**config.mk**
```make
export PLATFORM = sky130hd
export DESIGN_NAME = kmp_substring_search
export DESIGN_NICKNAME = d
export VERILOG_FILES = /design/src/hdl/kmp_pkg.sv /design/src/hdl/kmp_ctrl.sv /design/src/hdl/kmp_datapath.sv /design/src/hdl/kmp_substring_search.sv
export SDC_FILE = /design/constraint.sdc
export NUM_CORES = 1
export LEC_CHECK = 0
export BUFFER_PORTS_ARGS = -buffer_cell sky130_fd_sc_hd__buf_2
export CELL_PAD_IN_SITES_DETAIL_PLACEMENT = 0
export CELL_PAD_IN_SITES_GLOBAL_PLACEMENT = 1
export CORE_UTILIZATION = 45
export CTS_CLUSTER_SIZE = 10
export DETAILED_ROUTE_END_ITERATION = 12
export PLACE_DENSITY_LB_ADDON = 0.12
export SLEW_MARGIN = 20
export SYNTH_ARGS = -nofsm -noshare
export SYNTH_HDL_FRONTEND = slang
export SYNTH_SLANG_ARGS = --single-unit
```
**constraint.sdc**
```tcl
create_clock -name clk -period 5.8 [get_ports clk]
set_input_delay 0.87 -clock clk [delete_from_list [all_inputs] [get_ports clk]]
set_output_delay 0.87 -clock clk [all_outputs]
set_load 0.005 [all_outputs]
```
**src/hdl/kmp_pkg.sv**
```systemverilog
`timescale 1ns / 1ps

package kmp_pkg;

  // Pattern store geometry
  localparam int PAT_DEPTH = 64;
  localparam int IDX_BITS  = (PAT_DEPTH > 1) ? $clog2(PAT_DEPTH) : 1;
  localparam int CNT_BITS  = $clog2(PAT_DEPTH + 1);

  // Text counter and reported position
  localparam int TC_BITS  = 16;
  localparam int POS_BITS = 16;

  // Operation codes
  localparam logic [1:0] OP_CLEAR  = 2'd0;
  localparam logic [1:0] OP_APPEND = 2'd1;
  localparam logic [1:0] OP_TEXT   = 2'd2;

  typedef struct packed {
    logic [1:0] operation;
    logic [7:0] data_byte;
    logic       end_of_text;
  } kmp_in_t;

  typedef struct packed {
    logic                found;
    logic [POS_BITS-1:0] position;
  } kmp_out_t;

  typedef enum logic [2:0] {
    ST_IDLE,
    ST_SEED,
    ST_READ,
    ST_CMP,
    ST_FINISH,
    ST_EMIT
  } kmp_state_t;

  // Controller -> datapath
  typedef struct packed {
    logic clear;
    logic append_start;
    logic text_start;
    logic empty_hit;
    logic seed_load;
    logic step;
    logic finish;
    logic load_out;
  } kmp_cmd_t;

  // Datapath -> controller
  typedef struct packed {
    logic pat_full;
    logic pat_empty;
    logic done;
    logic jp_zero;
    logic byte_eq;
    logic fin_result;
    logic out_free;
  } kmp_sts_t;

endpackage

```
**src/hdl/kmp_ctrl.sv**
```systemverilog
`timescale 1ns / 1ps

module kmp_ctrl (
  input  logic              clk,
  input  logic              rst_n,
  input  logic              in_valid,
  input  logic [1:0]        in_op,
  input  kmp_pkg::kmp_sts_t sts,
  output logic              in_stall,
  output kmp_pkg::kmp_cmd_t cmd
);

  kmp_pkg::kmp_state_t state_r, state_nxt;

  always_ff @(posedge clk) begin
    if (!rst_n) begin
      state_r <= kmp_pkg::ST_IDLE;
    end else begin
      state_r <= state_nxt;
    end
  end

  // next state
  always_comb begin
    state_nxt = state_r;
    case (state_r)
      kmp_pkg::ST_IDLE: begin
        if (in_valid) begin
          case (in_op)
            kmp_pkg::OP_APPEND: begin
              if (!sts.pat_full) state_nxt = kmp_pkg::ST_SEED;
            end
            kmp_pkg::OP_TEXT: begin
              if (!sts.done) begin
                state_nxt = sts.pat_empty ? kmp_pkg::ST_EMIT : kmp_pkg::ST_READ;
              end
            end
            default: state_nxt = kmp_pkg::ST_IDLE;
          endcase
        end
      end
      kmp_pkg::ST_SEED:   state_nxt = kmp_pkg::ST_READ;
      kmp_pkg::ST_READ:   state_nxt = sts.jp_zero ? kmp_pkg::ST_FINISH : kmp_pkg::ST_CMP;
      kmp_pkg::ST_CMP:    state_nxt = sts.byte_eq ? kmp_pkg::ST_FINISH : kmp_pkg::ST_READ;
      kmp_pkg::ST_FINISH: state_nxt = sts.fin_result ? kmp_pkg::ST_EMIT : kmp_pkg::ST_IDLE;
      kmp_pkg::ST_EMIT: begin
        if (sts.out_free) state_nxt = kmp_pkg::ST_IDLE;
      end
      default:            state_nxt = kmp_pkg::ST_IDLE;
    endcase
  end

  // outputs
  always_comb begin
    logic accept;
    accept           = (state_r == kmp_pkg::ST_IDLE) && in_valid;
    in_stall         = (state_r != kmp_pkg::ST_IDLE);
    cmd              = '0;
    cmd.clear        = accept && (in_op == kmp_pkg::OP_CLEAR);
    cmd.append_start = accept && (in_op == kmp_pkg::OP_APPEND) && !sts.pat_full;
    cmd.text_start   = accept && (in_op == kmp_pkg::OP_TEXT) && !sts.done &&
                       !sts.pat_empty;
    cmd.empty_hit    = accept && (in_op == kmp_pkg::OP_TEXT) && !sts.done &&
                       sts.pat_empty;
    cmd.seed_load    = (state_r == kmp_pkg::ST_SEED);
    cmd.step         = (state_r == kmp_pkg::ST_CMP);
    cmd.finish       = (state_r == kmp_pkg::ST_FINISH);
    cmd.load_out     = (state_r == kmp_pkg::ST_EMIT) && sts.out_free;
  end

endmodule

```
**src/hdl/kmp_datapath.sv**
```systemverilog
`timescale 1ns / 1ps

module kmp_datapath (
  input  logic              clk,
  input  logic              rst_n,
  input  kmp_pkg::kmp_in_t  in_data,
  input  kmp_pkg::kmp_cmd_t cmd,
  output kmp_pkg::kmp_sts_t sts,
  input  logic              out_stall,
  output logic              out_valid,
  output kmp_pkg::kmp_out_t out_data
);

  localparam int CB = kmp_pkg::CNT_BITS;
  localparam int IB = kmp_pkg::IDX_BITS;
  localparam int TB = kmp_pkg::TC_BITS;

  // memories: pattern bytes, and links s[k] = failure_link[k] + 1 for k >= 1
  // (s[0] is the constant 0, i.e. link -1)
  logic [7:0]    pat_mem  [kmp_pkg::PAT_DEPTH];
  logic [CB-1:0] link_mem [kmp_pkg::PAT_DEPTH];

  logic [CB-1:0] pat_cnt_r, pat_cnt_nxt;
  logic [CB-1:0] match_r, match_nxt;
  logic [TB-1:0] tc_r, tc_nxt;
  logic          done_r, done_nxt;
  logic          out_valid_r, out_valid_nxt;
  logic [CB-1:0] jp_r, jp_nxt;    // walk index plus one; 0 means index -1
  logic [7:0]    byte_r;
  logic          last_r;
  logic          is_text_r;
  kmp_pkg::kmp_out_t res_r, out_data_r;
  logic [7:0]    pat_rd_r;
  logic [CB-1:0] link_rd_r;
  logic          link_zero_r;

  logic [CB-1:0] jp_m1;
  logic [CB-1:0] link_x;
  logic [CB-1:0] link_x_m1;
  logic [CB-1:0] link_val;
  logic          hit;
  logic [TB-1:0] pos_full;

  assign jp_m1     = jp_r - CB'(1);
  assign link_x    = cmd.append_start ? pat_cnt_r : jp_m1;
  assign link_x_m1 = link_x - CB'(1);
  assign link_val  = link_zero_r ? '0 : link_rd_r;
  assign hit       = (jp_r == pat_cnt_r);
  assign pos_full  = tc_r - TB'(pat_cnt_r) + TB'(1);

  // memory ports
  // at the end of an append walk jp_r holds the new failure link itself,
  // so the stored s[k] is one above it
  always_ff @(posedge clk) begin
    if (cmd.append_start) begin
      pat_mem[pat_cnt_r[IB-1:0]] <= in_data.data_byte;
    end
    if (cmd.finish && !is_text_r) begin
      link_mem[pat_cnt_r[IB-1:0]] <= jp_r + CB'(1);
    end
    pat_rd_r    <= pat_mem[jp_m1[IB-1:0]];
    link_rd_r   <= link_mem[link_x_m1[IB-1:0]];
    link_zero_r <= (link_x == '0);
  end

  always_comb begin
    pat_cnt_nxt   = pat_cnt_r;
    match_nxt     = match_r;
    tc_nxt        = tc_r;
    done_nxt      = done_r;
    jp_nxt        = jp_r;
    out_valid_nxt = out_valid_r && out_stall;
    if (cmd.load_out) out_valid_nxt = 1'b1;
    if (cmd.clear) begin
      pat_cnt_nxt = '0;
      match_nxt   = '0;
      tc_nxt      = '0;
      done_nxt    = 1'b0;
    end
    if (cmd.text_start) begin
      if (tc_r != '1) tc_nxt = tc_r + TB'(1);
      jp_nxt = (match_r >= pat_cnt_r) ? CB'(1) : match_r + CB'(1);
    end
    if (cmd.empty_hit) done_nxt = 1'b1;
    if (cmd.seed_load) jp_nxt = link_val;
    if (cmd.step && (pat_rd_r != byte_r)) jp_nxt = link_val;
    if (cmd.finish) begin
      if (is_text_r) begin
        match_nxt = jp_r;
        if (hit || last_r) done_nxt = 1'b1;
      end else begin
        pat_cnt_nxt = pat_cnt_r + CB'(1);
      end
    end
  end

  always_ff @(posedge clk) begin
    if (!rst_n) begin
      pat_cnt_r   <= '0;
      match_r     <= '0;
      tc_r        <= '0;
      done_r      <= 1'b0;
      out_valid_r <= 1'b0;
    end else begin
      pat_cnt_r   <= pat_cnt_nxt;
      match_r     <= match_nxt;
      tc_r        <= tc_nxt;
      done_r      <= done_nxt;
      out_valid_r <= out_valid_nxt;
    end
  end

  always_ff @(posedge clk) begin
    jp_r <= jp_nxt;
    if (cmd.append_start || cmd.text_start) begin
      byte_r    <= in_data.data_byte;
      last_r    <= in_data.end_of_text;
      is_text_r <= cmd.text_start;
    end
    if (cmd.empty_hit) begin
      res_r.found    <= 1'b1;
      res_r.position <= kmp_pkg::POS_BITS'(1);
    end else if (cmd.finish) begin
      res_r.found    <= hit;
      res_r.position <= hit ? kmp_pkg::POS_BITS'(pos_full) : '0;
    end
    if (cmd.load_out) out_data_r <= res_r;
  end

  assign sts.pat_full   = (pat_cnt_r >= CB'(kmp_pkg::PAT_DEPTH));
  assign sts.pat_empty  = (pat_cnt_r == '0);
  assign sts.done       = done_r;
  assign sts.jp_zero    = (jp_r == '0);
  assign sts.byte_eq    = (pat_rd_r == byte_r);
  assign sts.fin_result = is_text_r && (hit || last_r);
  assign sts.out_free   = !out_valid_r || !out_stall;

  assign out_valid = out_valid_r;
  assign out_data  = out_data_r;

  // pattern count stays within the store
  a_cnt_range: assert property (@(posedge clk) disable iff (!rst_n)
    pat_cnt_r <= CB'(kmp_pkg::PAT_DEPTH))
    else $error("pattern count beyond store depth");

  // a walk never starts a read past the stored pattern
  a_walk_range: assert property (@(posedge clk) disable iff (!rst_n)
    (cmd.step || cmd.finish) |-> (jp_r <= pat_cnt_r))
    else $error("walk index beyond pattern");

  // text counter saturates, never wraps to zero
  a_tc_sat: assert property (@(posedge clk) disable iff (!rst_n)
    (cmd.text_start && tc_r != '0) |=> (tc_r != '0))
    else $error("text counter wrapped");

  // a result is loaded only into a free output slot
  a_out_free: assert property (@(posedge clk) disable iff (!rst_n)
    cmd.load_out |-> (!out_valid_r || !out_stall))
    else $error("output overwritten while pending");

endmodule

```
**src/hdl/kmp_substring_search.sv**
```systemverilog
`timescale 1ns / 1ps

// KMP substring search: first occurrence of a byte pattern in a byte stream.
// Input channel (in_valid / in_stall / in_data): one transaction carries an
// operation: clear, append pattern byte, or text byte (end_of_text marks the
// last text byte). Output channel (out_valid / out_stall / out_data): at most
// one transaction per search, found=1 with the 1-based match start, or
// found=0 / position 0 when the marked last byte ends the search unmatched.
// Items are handled one at a time; in_stall is high while an item is in work.
// An append or text byte walks the failure links: each step is a registered
// link read (ST_READ) plus a compare (ST_CMP), and the compare is skipped
// when the walk runs off index 0. An append byte first seeds the walk
// (ST_SEED); both end in ST_FINISH, and a result then passes through ST_EMIT
// into the output register. Clear and ignored items are handled in ST_IDLE.
// Reset empties the pattern and clears the search state and output valid flag; no memory
// clearing pass is needed. When the receiver stalls, the result stays in
// the output register and the next item is still taken; only a further
// result waits until that slot drains.

module kmp_substring_search (
  input  logic              clk,
  input  logic              rst_n,
  input  logic              in_valid,
  output logic              in_stall,
  input  kmp_pkg::kmp_in_t  in_data,
  output logic              out_valid,
  input  logic              out_stall,
  output kmp_pkg::kmp_out_t out_data
);

  kmp_pkg::kmp_cmd_t cmd;   // controller commands
  kmp_pkg::kmp_sts_t sts;   // datapath status

  // sequencer: decodes the accepted transaction and steps the link walk
  kmp_ctrl u_ctrl (
    .clk      (clk),
    .rst_n    (rst_n),
    .in_valid (in_valid),
    .in_op    (in_data.operation),
    .sts      (sts),
    .in_stall (in_stall),
    .cmd      (cmd)
  );

  // pattern / link memories, counters and the output register
  kmp_datapath u_dp (
    .clk       (clk),
    .rst_n     (rst_n),
    .in_data   (in_data),
    .cmd       (cmd),
    .sts       (sts),
    .out_stall (out_stall),
    .out_valid (out_valid),
    .out_data  (out_data)
  );

endmodule

```
* Yosys cells after proc, flatten, opt, wreduce, memory -nomap -nowiden
Memories as Yosys holds them, arrays and structs flattened. A register that Yosys moved wholly into a read port is not among the register bits.
Index checks and enable logic that the tools add are counted.
** Storage, ports and cells
- Register bits after elaboration :: 87
- RAM bits :: 960
- Input port bits :: 15
- Memories kept :: 2
** Operators by class
- Add/sub/neg operators :: 8
- Magnitude comparators :: 2
- Equal/unequal tests :: 15
- Mux-type cells :: 36
- Reductions and logical operators :: 30
** Memory list
- u_dp.pat_mem :: words 64, bits a word 8, rd ports 1, clocked after Yosys merged registers in 1, write ports 1, line kmp_datapath.sv:20 : logic [7:0] pat_mem [kmp_pkg::PAT_DEPTH];
- u_dp.link_mem :: words 64, bits a word 7, rd ports 1, clocked after Yosys merged registers in 1, write ports 1, line kmp_datapath.sv:21 : logic [CB-1:0] link_mem [kmp_pkg::PAT_DEPTH];
** Operator list (number)
- $mux W7 :: 12
- $mux W16 :: 4
- $add A16 B1 Y16 const B :: 2
- $mux W3 :: 8
- $add A7 B1 Y7 const B :: 3
- $logic_not A7 Y1 :: 3
- $pmux W3 S6 :: 1
- $ne A16 B16 Y1 const B :: 1
- $sub A16 B7 Y16 :: 1
- $logic_and A1 B1 Y1 :: 13
- $mux W1 :: 10
- $eq A8 B8 Y1 :: 1
- $ne A8 B8 Y1 :: 1
- $eq A7 B7 Y1 :: 1
- $ge A7 B7 Y1 :: 1
- $ge A7 B7 Y1 const B :: 1
- $sub A7 B1 Y7 const B :: 1
- $eq A3 B2 Y1 const B :: 2
- $eq A3 B3 Y1 const B :: 2
- $logic_not A1 Y1 :: 6
- $ne A3 B3 Y1 const B :: 2
- $pmux W3 S2 :: 1
- $reduce_bool A3 Y1 :: 2
- $sub A6 B1 Y6 const B :: 1
- other kinds (9) :: 11

* Logic depth before layout (Yosys ltp)
Gate-level depths: netlist of run 1.
- Word-level depth :: 9
- Depth in mapped cells :: 20

* Cells and area by module
A second synthesis of run 1 with hierarchy kept.
** Second synthesis, totals
- Cell total of the unflattened synthesis :: 2122
- Area, all modules :: 42682.2 µm²
** By module, submodules not included
- kmp_datapath :: times used 1, cells an instance 2075, area each 42300.6 µm², seq. area each 31149.9 µm²
- kmp_ctrl :: times used 1, cells an instance 47, area each 381.6 µm², seq. area each 60.1 µm²

* Worst setup path after synthesis of run 1
No wires, ideal clock.
- Path type :: register -> register
- Start :: register u_dp.jp_r[0]
- End :: register u_dp.link_rd_r[0] (read register of u_dp.link_mem)
- Arrival :: 5095 ps
- Data required time :: 5678 ps
- Path slack :: 583 ps
- Stages on the path, launching flop included :: 18
- Buffers on the path :: 4
- Period minus slack after synthesis :: 5217 ps
- Cell sequence :: edfxtp_1 buf_2 inv_1 ha_1 buf_1 buf_1 nand2_1 o21ai_0 ha_1 and2_1 o211ai_1 and3_4 buf_6 a2111oi_1 a311oi_1 a22oi_1 a21oi_1 o32a_1
** Between the ends
- Word-level cells in the longest chain between the ends :: 3
** Ends and longest elaborated chain
- from (decl) :: line kmp_datapath.sv:28 : logic [CB-1:0] jp_r, jp_nxt;
- from (signal assigned) :: line kmp_datapath.sv:114 : jp_r <= jp_nxt;
- $sub A7 B1 Y7 :: line kmp_datapath.sv:44 : assign jp_m1 = jp_r - CB'(1);
- via u_dp.jp_m1[0] :: line kmp_datapath.sv:37 : logic [CB-1:0] jp_m1;
- $mux W7 :: line kmp_datapath.sv:45 : assign link_x = cmd.append_start ? pat_cnt_r : jp_m1;
- $sub A6 B1 Y6 :: line kmp_datapath.sv:46 : assign link_x_m1 = link_x - CB'(1);
- to (decl) :: line kmp_datapath.sv:34 : logic [CB-1:0] link_rd_r;
The timed path passes the listed nets, and every way through them passes these cells.
A chain may end at the register's enable or synchronous reset.

* Final worst setup path of run 1
- Start :: register u_dp.jp_r[1]
- End :: register u_dp.pat_rd_r[6] (read register of u_dp.pat_mem)
** Between the ends
- Word-level cells in the longest chain between the ends :: 1
** Ends and longest elaborated chain
- $sub A7 B1 Y7 :: line kmp_datapath.sv:44
- to (decl) :: line kmp_datapath.sv:33 : logic [7:0] pat_rd_r;
Every way passes these cells.

==> impl_results.html, run 1 <==
<table>
<tr><th>Metric</th><th>Value</th></tr>
<tr><th colspan="2">Clock tree</th></tr>
<tr><td>Number of buffers inserted by post-CTS setup repair</td><td>0</td></tr>
<tr><td>Worst-case clock buffer depth</td><td>3</td></tr>
<tr><td>Number of hold buffers added after CTS</td><td>0</td></tr>
<tr><td>Total number of H-tree levels</td><td>3</td></tr>
<tr><td>Post-cts repair resize count</td><td>0</td></tr>
<tr><td>CTS tree</td><td>yes</td></tr>
<tr><td>Clock input transition at the sequential cells of the worst setup and hold paths</td><td>60 ps</td></tr>
<tr><td>Inserted Clock Buffers</td><td>between 100 and 150</td></tr>
<tr><td>Root cell of the clock tree</td><td>sky130_fd_sc_hd__clkbuf_16</td></tr>
<tr><td>CTS sink count</td><td>1062</td></tr>
<tr><td>Insertion delay of the later-clocked pin in the worst-skew pair</td><td>around 700 ps</td></tr>
<tr><th colspan="2">STA</th></tr>
<tr><td>Fmax</td><td>228 MHz</td></tr>
<tr><td>Unrepaired setup endpoints after global routing</td><td>no</td></tr>
<tr><td>Setup-failing EPs final</td><td>0</td></tr>
<tr><td>Worst max-slew margin expressed relative to the limit</td><td>0.284</td></tr>
<tr><td>Worst clock skew on the final layout</td><td>~24 ps</td></tr>
<tr><td>Worst-margin pin slew</td><td>1070 ps</td></tr>
<tr><td>Setup TNS</td><td>0 ps</td></tr>
<tr><td>Final Slew Violations</td><td>0</td></tr>
<tr><td>Hold violation count in the final report</td><td>0</td></tr>
<tr><td>Post-layout min period</td><td>4380 ps</td></tr>
<tr><td>Ratio of final minimum period to clock period</td><td>0.756</td></tr>
<tr><th colspan="2">Min path</th></tr>
<tr><td>Type of the most critical hold path</td><td>primary input to register</td></tr>
<tr><th colspan="2">GRT</th></tr>
<tr><td>Largest net degree at the start of global routing</td><td>between 100 and 150</td></tr>
<tr><td>Number of antenna violations at the first check in global routing</td><td>2</td></tr>
<tr><td>Remaining Overflow, GRT</td><td>0</td></tr>
<tr><td>First-pass GRT wire length</td><td>around 150000 microns</td></tr>
<tr><td>Total global-route track usage</td><td>0.218</td></tr>
<tr><td>Via count of the first global-routing pass</td><td>22.8k</td></tr>
<tr><th colspan="2">Power</th></tr>
<tr><td>Power density of the placed cells</td><td>~330 nW/um^2</td></tr>
<tr><td>Power dissipated by switching net loads</td><td>3480 uW</td></tr>
<tr><td>Switching part of the total power</td><td>0.217</td></tr>
<tr><td>Cell internal pwr</td><td>around 13000 uW</td></tr>
<tr><td>Sequential power share</td><td>0.527</td></tr>
<tr><td>Peak ir drop on the vdd network</td><td>278 uV</td></tr>
<tr><td>Part of the total power dissipated in the clock network</td><td>0.419</td></tr>
<tr><td>Combinational fraction of design power</td><td>0.054</td></tr>
<tr><td>Pleak</td><td>~0.015 uW</td></tr>
<tr><th colspan="2">Synthesis</th></tr>
<tr><td>Ys flop type</td><td>sky130_fd_sc_hd__edfxtp_1</td></tr>
<tr><td>Number of synthesis warnings</td><td>0</td></tr>
<tr><td>Number of distinct library cells after synthesis</td><td>81</td></tr>
<tr><td>Most common cell in the netlist</td><td>sky130_fd_sc_hd__edfxtp_1</td></tr>
<tr><td>Register bit total from synthesis</td><td>~1.1k</td></tr>
<tr><td>Most common library cells after synthesis</td><td>sky130_fd_sc_hd__edfxtp_1, sky130_fd_sc_hd__mux4_2, sky130_fd_sc_hd__nor2_1, sky130_fd_sc_hd__nand2_1, sky130_fd_sc_hd__clkbuf_1</td></tr>
<tr><td>Number of synthesized flops with an enable pin</td><td>994</td></tr>
<tr><td>Most area-hungry cell type in the Yosys netlist</td><td>sky130_fd_sc_hd__edfxtp_1</td></tr>
<tr><td>Sequential-to-total area share from yosys stat</td><td>0.724</td></tr>
<tr><td>Post-Syn Area</td><td>~43000 sq um</td></tr>
<tr><td>Async S/R FF share, synth</td><td>0</td></tr>
<tr><td>Gate count of the mapped netlist</td><td>about 2.4k</td></tr>
<tr><td>Biggest area contributors in the synthesized netlist</td><td>sky130_fd_sc_hd__edfxtp_1, sky130_fd_sc_hd__mux4_2, sky130_fd_sc_hd__dfxtp_1</td></tr>
<tr><td>Net count after synthesis</td><td>between 2k and 2.5k</td></tr>
<tr><td>Share of the synthesized area in the top cell type</td><td>0.692</td></tr>
<tr><td>Avg Cell Area, Syn</td><td>between 15 and 20 sq um</td></tr>
<tr><th colspan="2">Placed design</th></tr>
<tr><td>Count of buffers from port buffering</td><td>33</td></tr>
<tr><td>Final estimated routing congestion in global placement</td><td>approximately 0.85</td></tr>
<tr><td>Placed instance area</td><td>between 40000 and 50000 sq um</td></tr>
<tr><td>Detailed-placement wirelength estimate</td><td>between 60000 and 70000 microns</td></tr>
<tr><th colspan="2">Cells and area</th></tr>
<tr><td>Fill cell total of the finished layout</td><td>between 7k and 8k</td></tr>
<tr><td>Post-layout nets</td><td>between 2k and 3k</td></tr>
<tr><td>Final instance area</td><td>between 40000 and 50000 sq um</td></tr>
<tr><td>Area growth from synthesis to layout</td><td>11.4%</td></tr>
<tr><td>Fraction of final layout cells with drive strength greater than 1</td><td>0.197</td></tr>
<tr><td>ANT cells</td><td>0</td></tr>
<tr><th colspan="2">Floorplan</th></tr>
<tr><td>Total die area</td><td>97100 sq um</td></tr>
<tr><td>Total number of placement rows</td><td>around 110</td></tr>
<tr><td>Core Region</td><td>95000 sq um</td></tr>
<tr><td>Top-level I/O count</td><td>34</td></tr>
<tr><td>X dimension of the die</td><td>a little over 300 microns</td></tr>
<tr><td>Starting utilization of the core area</td><td>0.454</td></tr>
<tr><td>Die height</td><td>between 300 and 400 microns</td></tr>
<tr><th colspan="2">Drt</th></tr>
<tr><td>First DRT Iteration DRCs</td><td>between 1.5k and 2k</td></tr>
<tr><td>Routed WL</td><td>104000 microns</td></tr>
<tr><td>DR vias/cell</td><td>slightly below 6</td></tr>
<tr><td>Number of nets still failing antenna checks after routing</td><td>0</td></tr>
<tr><td>Wire length per cell</td><td>between 20 and 30 microns</td></tr>
<tr><td>Via count</td><td>22.1k</td></tr>
<tr><td>Number of design rule violations left after detail routing</td><td>0</td></tr>
<tr><td>Number of iterations in the first detailed-routing pass</td><td>5</td></tr>
<tr><th colspan="2">Outcome</th></tr>
<tr><td>Outcome</td><td>finished clean</td></tr>
<tr><th colspan="2">Worst setup path</th></tr>
<tr><td>Endpoint kind of the worst setup timing path</td><td>register</td></tr>
<tr><td>Required @ worst endpoint</td><td>roughly 6400 ps</td></tr>
<tr><td>Critical setup path kind</td><td>register to register</td></tr>
<tr><td>Worst-path fanout max</td><td>141</td></tr>
<tr><td>CP Launch Type</td><td>register</td></tr>
<tr><td>Crit path arrival time</td><td>roughly 5000 ps</td></tr>
<tr><th colspan="2">Run</th></tr>
<tr><td>Max-capacitance violation count</td><td>0</td></tr>
</table>
==> cell usage in the layout, fill, tap and decap left out, types with 6 or more instances in the layout <==
cell | synthesis | routed
sky130_fd_sc_hd__a21oi_1 | 39 | 38
sky130_fd_sc_hd__clkbuf_1 | 70 | 44
sky130_fd_sc_hd__a21boi_0 | 9 | 9
sky130_fd_sc_hd__xnor2_2 | 3 | 6
sky130_fd_sc_hd__a21o_1 | 13 | 13
sky130_fd_sc_hd__xnor2_1 | 25 | 21
sky130_fd_sc_hd__mux2i_1 | 24 | 24
sky130_fd_sc_hd__a311o_1 | 6 | 6
sky130_fd_sc_hd__clkbuf_16 | 0 | 122
sky130_fd_sc_hd__o21ai_0 | 43 | 43
sky130_fd_sc_hd__inv_1 | 25 | 23
sky130_fd_sc_hd__edfxtp_1 | 994 | 994
sky130_fd_sc_hd__nor4_1 | 6 | 6
sky130_fd_sc_hd__nand2_1 | 164 | 164
sky130_fd_sc_hd__a211oi_1 | 12 | 12
sky130_fd_sc_hd__a31oi_1 | 22 | 22
sky130_fd_sc_hd__nor2b_1 | 18 | 18
sky130_fd_sc_hd__a32oi_1 | 6 | 6
sky130_fd_sc_hd__clkinv_1 | 5 | 8
sky130_fd_sc_hd__xor2_1 | 19 | 18
sky130_fd_sc_hd__or2_2 | 6 | 6
sky130_fd_sc_hd__o211ai_1 | 7 | 7
sky130_fd_sc_hd__or3_1 | 10 | 10
sky130_fd_sc_hd__nor2_1 | 175 | 174
sky130_fd_sc_hd__and3_1 | 34 | 34
sky130_fd_sc_hd__nand4_1 | 7 | 7
sky130_fd_sc_hd__nor3_1 | 32 | 32
sky130_fd_sc_hd__buf_2 | 38 | 33
sky130_fd_sc_hd__buf_4 | 10 | 44
sky130_fd_sc_hd__nand3_1 | 69 | 69
sky130_fd_sc_hd__a311oi_1 | 6 | 6
sky130_fd_sc_hd__and2_1 | 10 | 10
sky130_fd_sc_hd__a22oi_1 | 20 | 20
sky130_fd_sc_hd__a2111oi_0 | 10 | 10
sky130_fd_sc_hd__mux4_2 | 238 | 238
sky130_fd_sc_hd__dfxtp_1 | 68 | 68
sky130_fd_sc_hd__ha_1 | 47 | 45
==> registers in the layout, summed over array words and instances (netlist names) <==
register,cells
u_dp.tc_r,16
u_dp.match_r,7
u_dp.link_mem,448
u_dp.link_zero_r,1
u_dp.out_valid,1
u_dp.pat_cnt_r,7
u_dp.pat_mem,512
u_dp.jp_r,7
u_dp.link_rd_r,7
u_dp.byte_r,8
u_dp.done_r,1
u_dp.is_text_r,1
u_dp.out_data,17
u_dp.pat_rd_r,8
u_ctrl.state_r,3
u_dp.res_r,17
u_dp.last_r,1
==> stage by stage <==
step | setup slack, ps | cells | hold WS [ps] | utilization | total power [uW]
floorplan | 583 | 2395 | 408 | - | 9130
global placement | 1080 | 3605 | 414 | 0.470 | 9480
detailed placement | 1070 | 3605 | 415 | 0.470 | 9490
CTS | 1430 | 3784 | 341 | 0.506 | 16200
global route | 1210 | 3784 | 354 | 0.506 | 16500
finish | 1420 | 3784 | 376 | 0.506 | 16100
==> path summary, 6_finish.rpt <==
check | from | slack [ps] | endpoint | cells past startpoint
hold / removal | in_data[0] | 380 | u_dp.last_r$_DFFE_PP_ | 1
setup reg to reg | u_dp.jp_r[1]$_DFFE_PP_ | 1420 | u_dp.pat_rd_r[6]$_DFF_P_ | 7
hold reg to reg | u_dp.res_r[15]$_SDFFE_PP0P_ | 420 | u_dp.out_data[15]$_DFFE_PP_ | 0
setup / recovery | u_dp.jp_r[1]$_DFFE_PP_ | 1420 | u_dp.pat_rd_r[6]$_DFF_P_ | 7
==> layout make-up <==
type,count,area (sq um),area share
clock inverter,12,140,0.00292
inverter,32,125,0.00260
timing repair buffer,80,556,0.0116
multi-input combinational,1166,11200,0.233
tap,1265,1580,0.0329
clock buffer,167,3230,0.0673
sequential,1062,31200,0.650
==> routing by layer <==
layer | wire length, microns | GRT usage
met5 | 0 | 0
met4 | 3080 | 0.0711
met3 | 5750 | 0.0372
met2 | 50300 | 0.348
met1 | 45000 | 0.305
==> power groups by stage <==
stage / registers [uW] / logic (uW) / clock network (uW)
detailed placement: 8620 / 877 / 0
floorplan: 8590 / 544 / 0
finish: 8460 / 865 / 6730
CTS: 8460 / 879 / 6870
global placement: 8620 / 863 / 0
global route: 8460 / 927 / 7130
==> worst max-delay path: stages (launching register included) <==
cell and delay [ps]:
sky130_fd_sc_hd__edfxtp_1 690, sky130_fd_sc_hd__inv_1 190, sky130_fd_sc_hd__ha_4 330, sky130_fd_sc_hd__buf_12 500, sky130_fd_sc_hd__buf_4 790, sky130_fd_sc_hd__mux4_2 450
sky130_fd_sc_hd__mux4_2 570, sky130_fd_sc_hd__mux4_1 520
==> cells by family after synthesis <==
family          synth area share
flops                      0.724
simple gates              0.0596
mux                        0.132
compound gates            0.0403
buf+inv                   0.0184
xor+xnor                  0.0117
fa+ha+maj                 0.0141
No activity file was read; power rests on OpenSTA's default activity.
==> run 2, diff against run 1 <==
==> constraint.sdc (replaced) <==
create_clock -name clk -period 4.27 [get_ports clk]
set_input_delay 0.6405 -clock clk [delete_from_list [all_inputs] [get_ports clk]]
set_output_delay 0.6405 -clock clk [all_outputs]
set_load 0.005 [all_outputs]
==> run 2 against run 1 <==
Effect of this change:
- sequential power is 36% higher
- critical path depth is 8 higher
- sequential cell count stayed put
- via count is 0.57% higher
- setup slack worse by 880 ps
- worst hold slack worse by 210 ps
- clock skew is 9.7 ps higher
- final area is 0.84% higher
- first-iteration DRC count is 5.3% higher
- clock power is 35% higher
- utilization is 0.42 points higher
==> impl_results.html, run 2 (synthesized netlist as in run 1, its figures left out) <==
<table>
<tr><th>Metric</th><th>Value</th></tr>
<tr><th colspan="2">STA</th></tr>
<tr><td>Worst clock skew on the final layout</td><td>around 34 ps</td></tr>
<tr><td>Unrepaired setup endpoints after global routing</td><td>no</td></tr>
<tr><td>Worst-margin pin slew</td><td>a little under 1000 ps</td></tr>
<tr><td>Ratio of final minimum period to clock period</td><td>0.875</td></tr>
<tr><td>Final Slew Violations</td><td>0</td></tr>
<tr><td>Setup-failing EPs final</td><td>0</td></tr>
<tr><td>Post-layout min period</td><td>3740 ps</td></tr>
<tr><td>Fmax</td><td>268 MHz</td></tr>
<tr><td>Hold violation count in the final report</td><td>0</td></tr>
<tr><td>Setup TNS</td><td>0 ps</td></tr>
<tr><td>Worst max-slew margin expressed relative to the limit</td><td>0.350</td></tr>
<tr><th colspan="2">Clock tree</th></tr>
<tr><td>Number of buffers inserted by post-CTS setup repair</td><td>0</td></tr>
<tr><td>Total number of H-tree levels</td><td>3</td></tr>
<tr><td>Inserted Clock Buffers</td><td>119</td></tr>
<tr><td>Clock input transition at the sequential cells of the worst setup and hold paths</td><td>roughly 60 ps</td></tr>
<tr><td>Worst-case clock buffer depth</td><td>3</td></tr>
<tr><td>CTS tree</td><td>yes</td></tr>
<tr><td>Number of hold buffers added after CTS</td><td>0</td></tr>
<tr><td>CTS sink count</td><td>~1.1k</td></tr>
<tr><td>Insertion delay of the later-clocked pin in the worst-skew pair</td><td>about 710 ps</td></tr>
<tr><td>Root cell of the clock tree</td><td>sky130_fd_sc_hd__clkbuf_16</td></tr>
<tr><td>Post-cts repair resize count</td><td>0</td></tr>
<tr><th colspan="2">Floorplan</th></tr>
<tr><td>Starting utilization of the core area</td><td>0.454</td></tr>
<tr><td>Core Region</td><td>between 90000 and 100000 sq um</td></tr>
<tr><td>Total number of placement rows</td><td>between 100 and 150</td></tr>
<tr><td>Die height</td><td>between 300 and 400 microns</td></tr>
<tr><td>Top-level I/O count</td><td>34</td></tr>
<tr><td>Total die area</td><td>a little under 100000 sq um</td></tr>
<tr><td>X dimension of the die</td><td>roughly 310 microns</td></tr>
<tr><th colspan="2">GRT</th></tr>
<tr><td>First-pass GRT wire length</td><td>153000 microns</td></tr>
<tr><td>Remaining Overflow, GRT</td><td>0</td></tr>
<tr><td>Largest net degree at the start of global routing</td><td>149</td></tr>
<tr><td>Via count of the first global-routing pass</td><td>approximately 23k</td></tr>
<tr><td>Total global-route track usage</td><td>0.214</td></tr>
<tr><td>Number of antenna violations at the first check in global routing</td><td>0</td></tr>
<tr><th colspan="2">Worst setup path</th></tr>
<tr><td>Family with the most delay on the worst path</td><td>compound AO/OA/AOI/OAI gates</td></tr>
<tr><td>Largest stage delay on the critical path</td><td>~440 ps</td></tr>
<tr><td>Crit path arrival time</td><td>about 4300 ps</td></tr>
<tr><td>Worst-path fanout max</td><td>37</td></tr>
<tr><td>Endpoint kind of the worst setup timing path</td><td>register</td></tr>
<tr><td>Crit path cell chain</td><td>nor3_4 &gt; inv_2 &gt; o21ai_4 &gt; nand2_4 &gt; inv_6 &gt; ha_2 &gt; and2_1 &gt; o211ai_1 &gt; and3_4 &gt; buf_12 &gt; a2111oi_0 &gt; a311o_1 &gt; nor2b_1 &gt; o31ai_1 &gt; a32oi_1</td></tr>
<tr><td>CP Launch Type</td><td>register</td></tr>
<tr><td>Required @ worst endpoint</td><td>about 4800 ps</td></tr>
<tr><td>Register-to-register path setup slack</td><td>roughly 530 ps</td></tr>
<tr><td>Sum of buffers and inverters on the critical path</td><td>3</td></tr>
<tr><td>Cell with the largest stage delay on the worst path</td><td>sky130_fd_sc_hd__a2111oi_0</td></tr>
<tr><td>Critical setup path kind</td><td>register to register</td></tr>
<tr><th colspan="2">Cells and area</th></tr>
<tr><td>Final non-filler cell total</td><td>~3.8k</td></tr>
<tr><td>Fill cell total of the finished layout</td><td>7777</td></tr>
<tr><td>Fraction of final layout cells with drive strength greater than 1</td><td>0.211</td></tr>
<tr><td>Top library cells by usage in the layout, fill and taps aside</td><td>sky130_fd_sc_hd__edfxtp_1, sky130_fd_sc_hd__mux4_2, sky130_fd_sc_hd__nor2_1</td></tr>
<tr><td>Max FFs per register</td><td>about 510</td></tr>
<tr><td>Area growth from synthesis to layout</td><td>12.3%</td></tr>
<tr><td>Commonest non-fill, non-tap cell in the layout</td><td>sky130_fd_sc_hd__edfxtp_1</td></tr>
<tr><td>Post-layout nets</td><td>approximately 2.6k</td></tr>
<tr><th colspan="2">Placed design</th></tr>
<tr><td>Count of buffers from port buffering</td><td>33</td></tr>
<tr><td>Detailed-placement wirelength estimate</td><td>between 60000 and 70000 microns</td></tr>
<tr><td>Final estimated routing congestion in global placement</td><td>0.845</td></tr>
<tr><td>Number of placed cells counting well taps</td><td>between 3k and 4k</td></tr>
<tr><th colspan="2">Power</th></tr>
<tr><td>Pleak</td><td>0.0156 uW</td></tr>
<tr><td>Power density of the placed cells</td><td>between 400 and 500 nW/um^2</td></tr>
<tr><td>Peak ir drop on the vdd network</td><td>approximately 380 uV</td></tr>
<tr><th colspan="2">Drt</th></tr>
<tr><td>Via count</td><td>~22k</td></tr>
<tr><td>Number of nets still failing antenna checks after routing</td><td>0</td></tr>
<tr><td>Number of iterations in the first detailed-routing pass</td><td>6</td></tr>
<tr><td>DR vias/cell</td><td>approximately 5.8</td></tr>
<tr><td>Wire length per cell</td><td>between 20 and 30 microns</td></tr>
<tr><td>First DRT Iteration DRCs</td><td>around 2.1k</td></tr>
<tr><td>Routed WL</td><td>just over 100000 microns</td></tr>
<tr><td>Number of design rule violations left after detail routing</td><td>0</td></tr>
<tr><th colspan="2">Run</th></tr>
<tr><td>Max-capacitance violation count</td><td>0</td></tr>
<tr><th colspan="2">Outcome</th></tr>
<tr><td>Outcome</td><td>finished clean</td></tr>
<tr><th colspan="2">Min path</th></tr>
<tr><td>Type of the most critical hold path</td><td>primary input to register</td></tr>
</table>
run 2: final cells by class:
cell class | count | area, sq um | share of cell area
flip-flops and latches | 1062 | 31200 | 0.644
multi-input cells | 1166 | 11200 | 0.231
diodes | 1 | 2.50 | 0.0000516
well taps | 1265 | 1580 | 0.0327
inverters | 32 | 129 | 0.00266
clock inverters | 12 | 160 | 0.00331
clock buffers | 169 | 3230 | 0.0666
repair buffers | 123 | 928 | 0.0192
run 2: stage by stage:
stage | utilization | cell area (sq um) | hold slack (ps) | setup slack (ps) | total power, uW
3_5_place_dp | 0.474 | 45100 | 425 | -189 | 12900
5_1_grt | 0.510 | 48400 | 137 | 243 | 22400
4_1_cts | 0.510 | 48400 | 135 | 213 | 22000
3_3_place_gp | 0.474 | 45100 | 424 | -189 | 12900
6_report | 0.510 | 48500 | 171 | 535 | 21800
2_1_floorplan | - | 43200 | 408 | 1.81 | 12400
run 2: power breakdown:
part	internal (uW)	switching, uW
clock network	5180	3900
registers	11400	49.9
logic	450	774
total	17100	4730
run 2: final timing paths:
path                                        from                          to  cells past startpoint
setup / recovery  u_ctrl.state_r[2]$_SDFFE_PN0P_   u_dp.link_rd_r[4]$_DFF_P_                     15
hold / removal                        in_data[0]       u_dp.last_r$_DFFE_PP_                      1
setup reg to reg  u_ctrl.state_r[2]$_SDFFE_PN0P_   u_dp.link_rd_r[4]$_DFF_P_                     15
hold reg to reg       u_dp.res_r[3]$_SDFFE_PP0P_  u_dp.out_data[3]$_DFFE_PP_                      0
run 2: layer usage:
layer | vias to the layer above | global-route usage | wire (microns)
li1 | 9778 | - | -
met1 | 11671 | 0.303 | 44700
met2 | 580 | 0.348 | 50000
met3 | 166 | 0.0301 | 4960
met4 | 0 | 0.0648 | 2730
met5 | - | 0 | 0
==> run 3, diff against run 2 <==
--- a/config.mk
+++ b/config.mk
@@ -8,6 +8,7 @@
 export BUFFER_PORTS_ARGS = -buffer_cell sky130_fd_sc_hd__buf_2
 export CELL_PAD_IN_SITES_DETAIL_PLACEMENT = 0
 export CELL_PAD_IN_SITES_GLOBAL_PLACEMENT = 1
+export CORE_MARGIN = 8
 export CORE_UTILIZATION = 45
 export CTS_CLUSTER_SIZE = 10
 export DETAILED_ROUTE_END_ITERATION = 12
@@ -15,4 +16,5 @@
 export SLEW_MARGIN = 20
 export SYNTH_ARGS = -nofsm -noshare
 export SYNTH_HDL_FRONTEND = slang
+export SYNTH_HIERARCHICAL = 1
 export SYNTH_SLANG_ARGS = --single-unit
==> constraint.sdc (replaced) <==
create_clock -name clk -period 3.21 [get_ports clk]
set_input_delay 0.4815 -clock clk [delete_from_list [all_inputs] [get_ports clk]]
set_output_delay 0.4815 -clock clk [all_outputs]
set_load 0.005 [all_outputs]
==> run 3 against run 2 <==
Effect of this change:
- global-route usage decreased by 2.2 points
- final area is 3.1% higher
- routed wire length shrank 2.8%
- clock power up 33%
- combinational power is 35% higher
- largest power group unchanged
==> impl_results.html, run 3 <==
<table>
<tr><th>Metric</th><th>Value</th></tr>
<tr><th colspan="2">Outcome</th></tr>
<tr><td>Outcome</td><td>finished clean</td></tr>
<tr><th colspan="2">GRT</th></tr>
<tr><td>Largest net degree at the start of global routing</td><td>between 60 and 70</td></tr>
<tr><td>Remaining Overflow, GRT</td><td>0</td></tr>
<tr><td>Via count of the first global-routing pass</td><td>about 22k</td></tr>
<tr><td>Total global-route track usage</td><td>0.192</td></tr>
<tr><td>First-pass GRT wire length</td><td>between 100000 and 150000 microns</td></tr>
<tr><td>Number of antenna violations at the first check in global routing</td><td>2</td></tr>
<tr><th colspan="2">Floorplan</th></tr>
<tr><td>Core Region</td><td>around 94000 sq um</td></tr>
<tr><td>Die height</td><td>roughly 320 microns</td></tr>
<tr><td>Top-level I/O count</td><td>34</td></tr>
<tr><td>Total die area</td><td>between 100000 and 150000 sq um</td></tr>
<tr><td>Starting utilization of the core area</td><td>0.452</td></tr>
<tr><td>Total number of placement rows</td><td>~110</td></tr>
<tr><td>X dimension of the die</td><td>roughly 320 microns</td></tr>
<tr><th colspan="2">STA</th></tr>
<tr><td>Worst clock skew on the final layout</td><td>roughly 22 ps</td></tr>
<tr><td>Unrepaired setup endpoints after global routing</td><td>yes</td></tr>
<tr><td>Worst-margin pin slew</td><td>1020 ps</td></tr>
<tr><td>Post-layout min period</td><td>~3100 ps</td></tr>
<tr><td>Worst max-slew margin expressed relative to the limit</td><td>0.320</td></tr>
<tr><td>Fmax</td><td>about 320 MHz</td></tr>
<tr><td>Final Slew Violations</td><td>0</td></tr>
<tr><td>Hold violation count in the final report</td><td>0</td></tr>
<tr><td>Setup-failing EPs final</td><td>0</td></tr>
<tr><td>Setup TNS</td><td>0 ps</td></tr>
<tr><td>Hold_ws</td><td>~61 ps</td></tr>
<tr><td>Ratio of final minimum period to clock period</td><td>0.975</td></tr>
<tr><th colspan="2">Worst setup path</th></tr>
<tr><td>Cell occurring most often along the worst timing path</td><td>sky130_fd_sc_hd__mux4_2</td></tr>
<tr><td>Family with the most delay on the worst path</td><td>multiplexers</td></tr>
<tr><td>CP Launch Type</td><td>register</td></tr>
<tr><td>Required @ worst endpoint</td><td>~3800 ps</td></tr>
<tr><td>Cell with the largest stage delay on the worst path</td><td>sky130_fd_sc_hd__mux4_2</td></tr>
<tr><td>Critical setup path kind</td><td>register to register</td></tr>
<tr><td>Sum of buffers and inverters on the critical path</td><td>4</td></tr>
<tr><td>Worst-path fanout max</td><td>12</td></tr>
<tr><td>Largest stage delay on the critical path</td><td>around 530 ps</td></tr>
<tr><td>Worst setup path start</td><td>u_ctrl/state_r[1]$_SDFFE_PN0P_</td></tr>
<tr><td>Crit path arrival time</td><td>approximately 3700 ps</td></tr>
<tr><td>Crit path cell chain</td><td>nor3_4 &gt; nand2_2 &gt; nor3b_2 &gt; buf_6 &gt; a21o_4 &gt; inv_4 &gt; ha_4 &gt; buf_8 &gt; buf_12 &gt; mux4_2 &gt; mux4_2 &gt; mux2i_4 &gt; mux2i_1</td></tr>
<tr><td>Launch instance of the worst register-to-register path</td><td>u_ctrl/state_r[1]$_SDFFE_PN0P_</td></tr>
<tr><td>Endpoint kind of the worst setup timing path</td><td>register</td></tr>
<tr><th colspan="2">Synthesis</th></tr>
<tr><td>Most common cell in the netlist</td><td>sky130_fd_sc_hd__edfxtp_1</td></tr>
<tr><td>Avg Cell Area, Syn</td><td>roughly 20 sq um</td></tr>
<tr><td>Sequential-to-total area share from yosys stat</td><td>0.731</td></tr>
<tr><td>Ys flop type</td><td>sky130_fd_sc_hd__edfxtp_1</td></tr>
<tr><td>Async S/R FF share, synth</td><td>0</td></tr>
<tr><td>Number of distinct library cells after synthesis</td><td>75</td></tr>
<tr><td>Net count after synthesis</td><td>~2.2k</td></tr>
<tr><td>Biggest area contributors in the synthesized netlist</td><td>sky130_fd_sc_hd__edfxtp_1, sky130_fd_sc_hd__mux4_2, sky130_fd_sc_hd__dfxtp_1</td></tr>
<tr><td>Most common library cells after synthesis</td><td>sky130_fd_sc_hd__edfxtp_1, sky130_fd_sc_hd__mux4_2, sky130_fd_sc_hd__nor2_1, sky130_fd_sc_hd__dfxtp_1, sky130_fd_sc_hd__clkbuf_1</td></tr>
<tr><td>Gate count of the mapped netlist</td><td>roughly 2.1k</td></tr>
<tr><td>Number of synthesis warnings</td><td>6</td></tr>
<tr><td>Post-Syn Area</td><td>approximately 43000 sq um</td></tr>
<tr><td>Most area-hungry cell type in the Yosys netlist</td><td>sky130_fd_sc_hd__edfxtp_1</td></tr>
<tr><td>Share of the synthesized area in the top cell type</td><td>0.699</td></tr>
<tr><td>Number of synthesized flops with an enable pin</td><td>~990</td></tr>
<tr><td>Register bit total from synthesis</td><td>around 1.1k</td></tr>
<tr><th colspan="2">Clock tree</th></tr>
<tr><td>Clock input transition at the sequential cells of the worst setup and hold paths</td><td>roughly 50 ps</td></tr>
<tr><td>CTS tree</td><td>yes</td></tr>
<tr><td>Root cell of the clock tree</td><td>sky130_fd_sc_hd__clkbuf_16</td></tr>
<tr><td>Inserted Clock Buffers</td><td>around 120</td></tr>
<tr><td>Worst-case clock buffer depth</td><td>3</td></tr>
<tr><td>Total number of H-tree levels</td><td>3</td></tr>
<tr><td>CTS sink count</td><td>1062</td></tr>
<tr><td>Insertion delay of the later-clocked pin in the worst-skew pair</td><td>around 700 ps</td></tr>
<tr><th colspan="2">Cells and area</th></tr>
<tr><td>Post-layout nets</td><td>between 2k and 2.5k</td></tr>
<tr><td>ANT cells</td><td>0</td></tr>
<tr><td>Fraction of final layout cells with drive strength greater than 1</td><td>0.309</td></tr>
<tr><td>Commonest non-fill, non-tap cell in the layout</td><td>sky130_fd_sc_hd__edfxtp_1</td></tr>
<tr><td>Final Core Density</td><td>0.529</td></tr>
<tr><td>Final instance area</td><td>between 40000 and 50000 sq um</td></tr>
<tr><td>Max FFs per register</td><td>between 500 and 600</td></tr>
<tr><td>Fill cell total of the finished layout</td><td>7454</td></tr>
<tr><td>Top library cells by usage in the layout, fill and taps aside</td><td>sky130_fd_sc_hd__edfxtp_1, sky130_fd_sc_hd__mux4_2, sky130_fd_sc_hd__buf_4</td></tr>
<tr><td>Area growth from synthesis to layout</td><td>17.1%</td></tr>
<tr><th colspan="2">Drt</th></tr>
<tr><td>Via count</td><td>about 21k</td></tr>
<tr><td>Wire length per cell</td><td>around 26 microns</td></tr>
<tr><td>Number of nets still failing antenna checks after routing</td><td>0</td></tr>
<tr><td>Number of iterations in the first detailed-routing pass</td><td>5</td></tr>
<tr><td>Number of design rule violations left after detail routing</td><td>0</td></tr>
<tr><td>First DRT Iteration DRCs</td><td>around 1.9k</td></tr>
<tr><td>DR vias/cell</td><td>between 5 and 6</td></tr>
<tr><td>Routed WL</td><td>99500 microns</td></tr>
<tr><th colspan="2">Power</th></tr>
<tr><td>Peak ir drop on the vdd network</td><td>between 400 and 500 uV</td></tr>
<tr><td>Power density of the placed cells</td><td>582 nW/um^2</td></tr>
<tr><td>Pleak</td><td>0.0163 uW</td></tr>
<tr><th colspan="2">Run</th></tr>
<tr><td>Max-capacitance violation count</td><td>0</td></tr>
<tr><th colspan="2">Min path</th></tr>
<tr><td>Hold path startpoint</td><td>out_stall</td></tr>
<tr><td>Type of the most critical hold path</td><td>primary input to register</td></tr>
<tr><th colspan="2">Placed design</th></tr>
<tr><td>Detailed-placement wirelength estimate</td><td>between 60000 and 70000 microns</td></tr>
<tr><td>Final estimated routing congestion in global placement</td><td>0.853</td></tr>
<tr><td>Placed instance area</td><td>about 46000 sq um</td></tr>
<tr><td>Count of buffers from port buffering</td><td>33</td></tr>
</table>
==> run 3: path summary, 6_finish.rpt <==
check,endpoint,slack (ps),cells past startpoint
max,u_dp/link_rd_r[3]$_DFF_P_,80,13
min,u_dp/out_valid$_SDFF_PN0_,60,3
max reg2reg,u_dp/link_rd_r[3]$_DFF_P_,80,13
min reg2reg,u_dp/out_data[12]$_DFFE_PP_,420,0
==> run 3: area by class of cell <==
| class | instances | area [sq um] | share of cell area |
|---|---|---|---|
| clock buffer | 176 | 3260 | 0.0653 |
| tap | 1265 | 1580 | 0.0317 |
| sequential | 1062 | 31200 | 0.625 |
| inverter | 33 | 130 | 0.00260 |
| multi-input combinational | 920 | 11100 | 0.221 |
| timing repair buffer | 292 | 2570 | 0.0515 |
| clock inverter | 11 | 156 | 0.00313 |
==> run 3: kinds of logic (layout without fill, tap and decap cells) <==
logic type	after synthesis	after routing	share of synthesized area
flip-flops	1062	1062	0.731
AND/OR/NAND/NOR	352	352	0.0383
multiplexers	333	333	0.169
AO/OA/AOI/OAI	140	140	0.0208
buffers and inverters	140	512	0.0152
adder cells (fa/ha/maj)	48	48	0.0142
XOR/XNOR	47	47	0.0109
==> run 3: repair_timing <==
item                       in CTS  in global routing
hold buffers                    1                  0
resized for setup              24                 12
hold endpoints to repair        1                  0
setup endpoints to repair       7                  7
buffers inserted               11                  3
cloned                          4                  1
pin swaps                       5                  2
==> run 3: where the power goes <==
| group | leakage [uW] | switching [uW] | internal [uW] | total, uW |
|---|---|---|---|---|
| clock network | 0.00164 | 5060 | 7080 | 12100 |
| logic | 0.00516 | 867 | 786 | 1650 |
| registers | 0.00951 | 68.4 | 15200 | 15300 |
==> run 3: per-stage QoR <==
step | worst slack, ps | power, uW | cells
floorplan | -379 | 16400 | 2122
global placement | -413 | 17100 | 3552
detailed placement | -398 | 17100 | 3552
CTS | -10.2 | 29400 | 3755
global route | -60.6 | 30000 | 3759
finish | 80.2 | 29100 | 3759
==> run 3: per-layer routing <==
layer	share of wire	track usage	up-vias
met5	0	0	-
met3	0.054	0.0327	135
li1	-	-	9258
met2	0.48	0.305	583
met1	0.45	0.279	11135
met4	0.018	0.0440	0
==> run 3: worst register-to-register path, stage by stage (launching register included) <==
cell and delay [ps]:
sky130_fd_sc_hd__dfxtp_2 330, sky130_fd_sc_hd__nor3_4 200, sky130_fd_sc_hd__nand2_2 90, sky130_fd_sc_hd__nor3b_2 190, sky130_fd_sc_hd__buf_6 170, sky130_fd_sc_hd__a21o_4 170, sky130_fd_sc_hd__inv_4 50, sky130_fd_sc_hd__ha_4 360
sky130_fd_sc_hd__buf_8 170, sky130_fd_sc_hd__buf_12 150, sky130_fd_sc_hd__mux4_2 340, sky130_fd_sc_hd__mux4_2 530, sky130_fd_sc_hd__mux2i_4 180, sky130_fd_sc_hd__mux2i_1 90
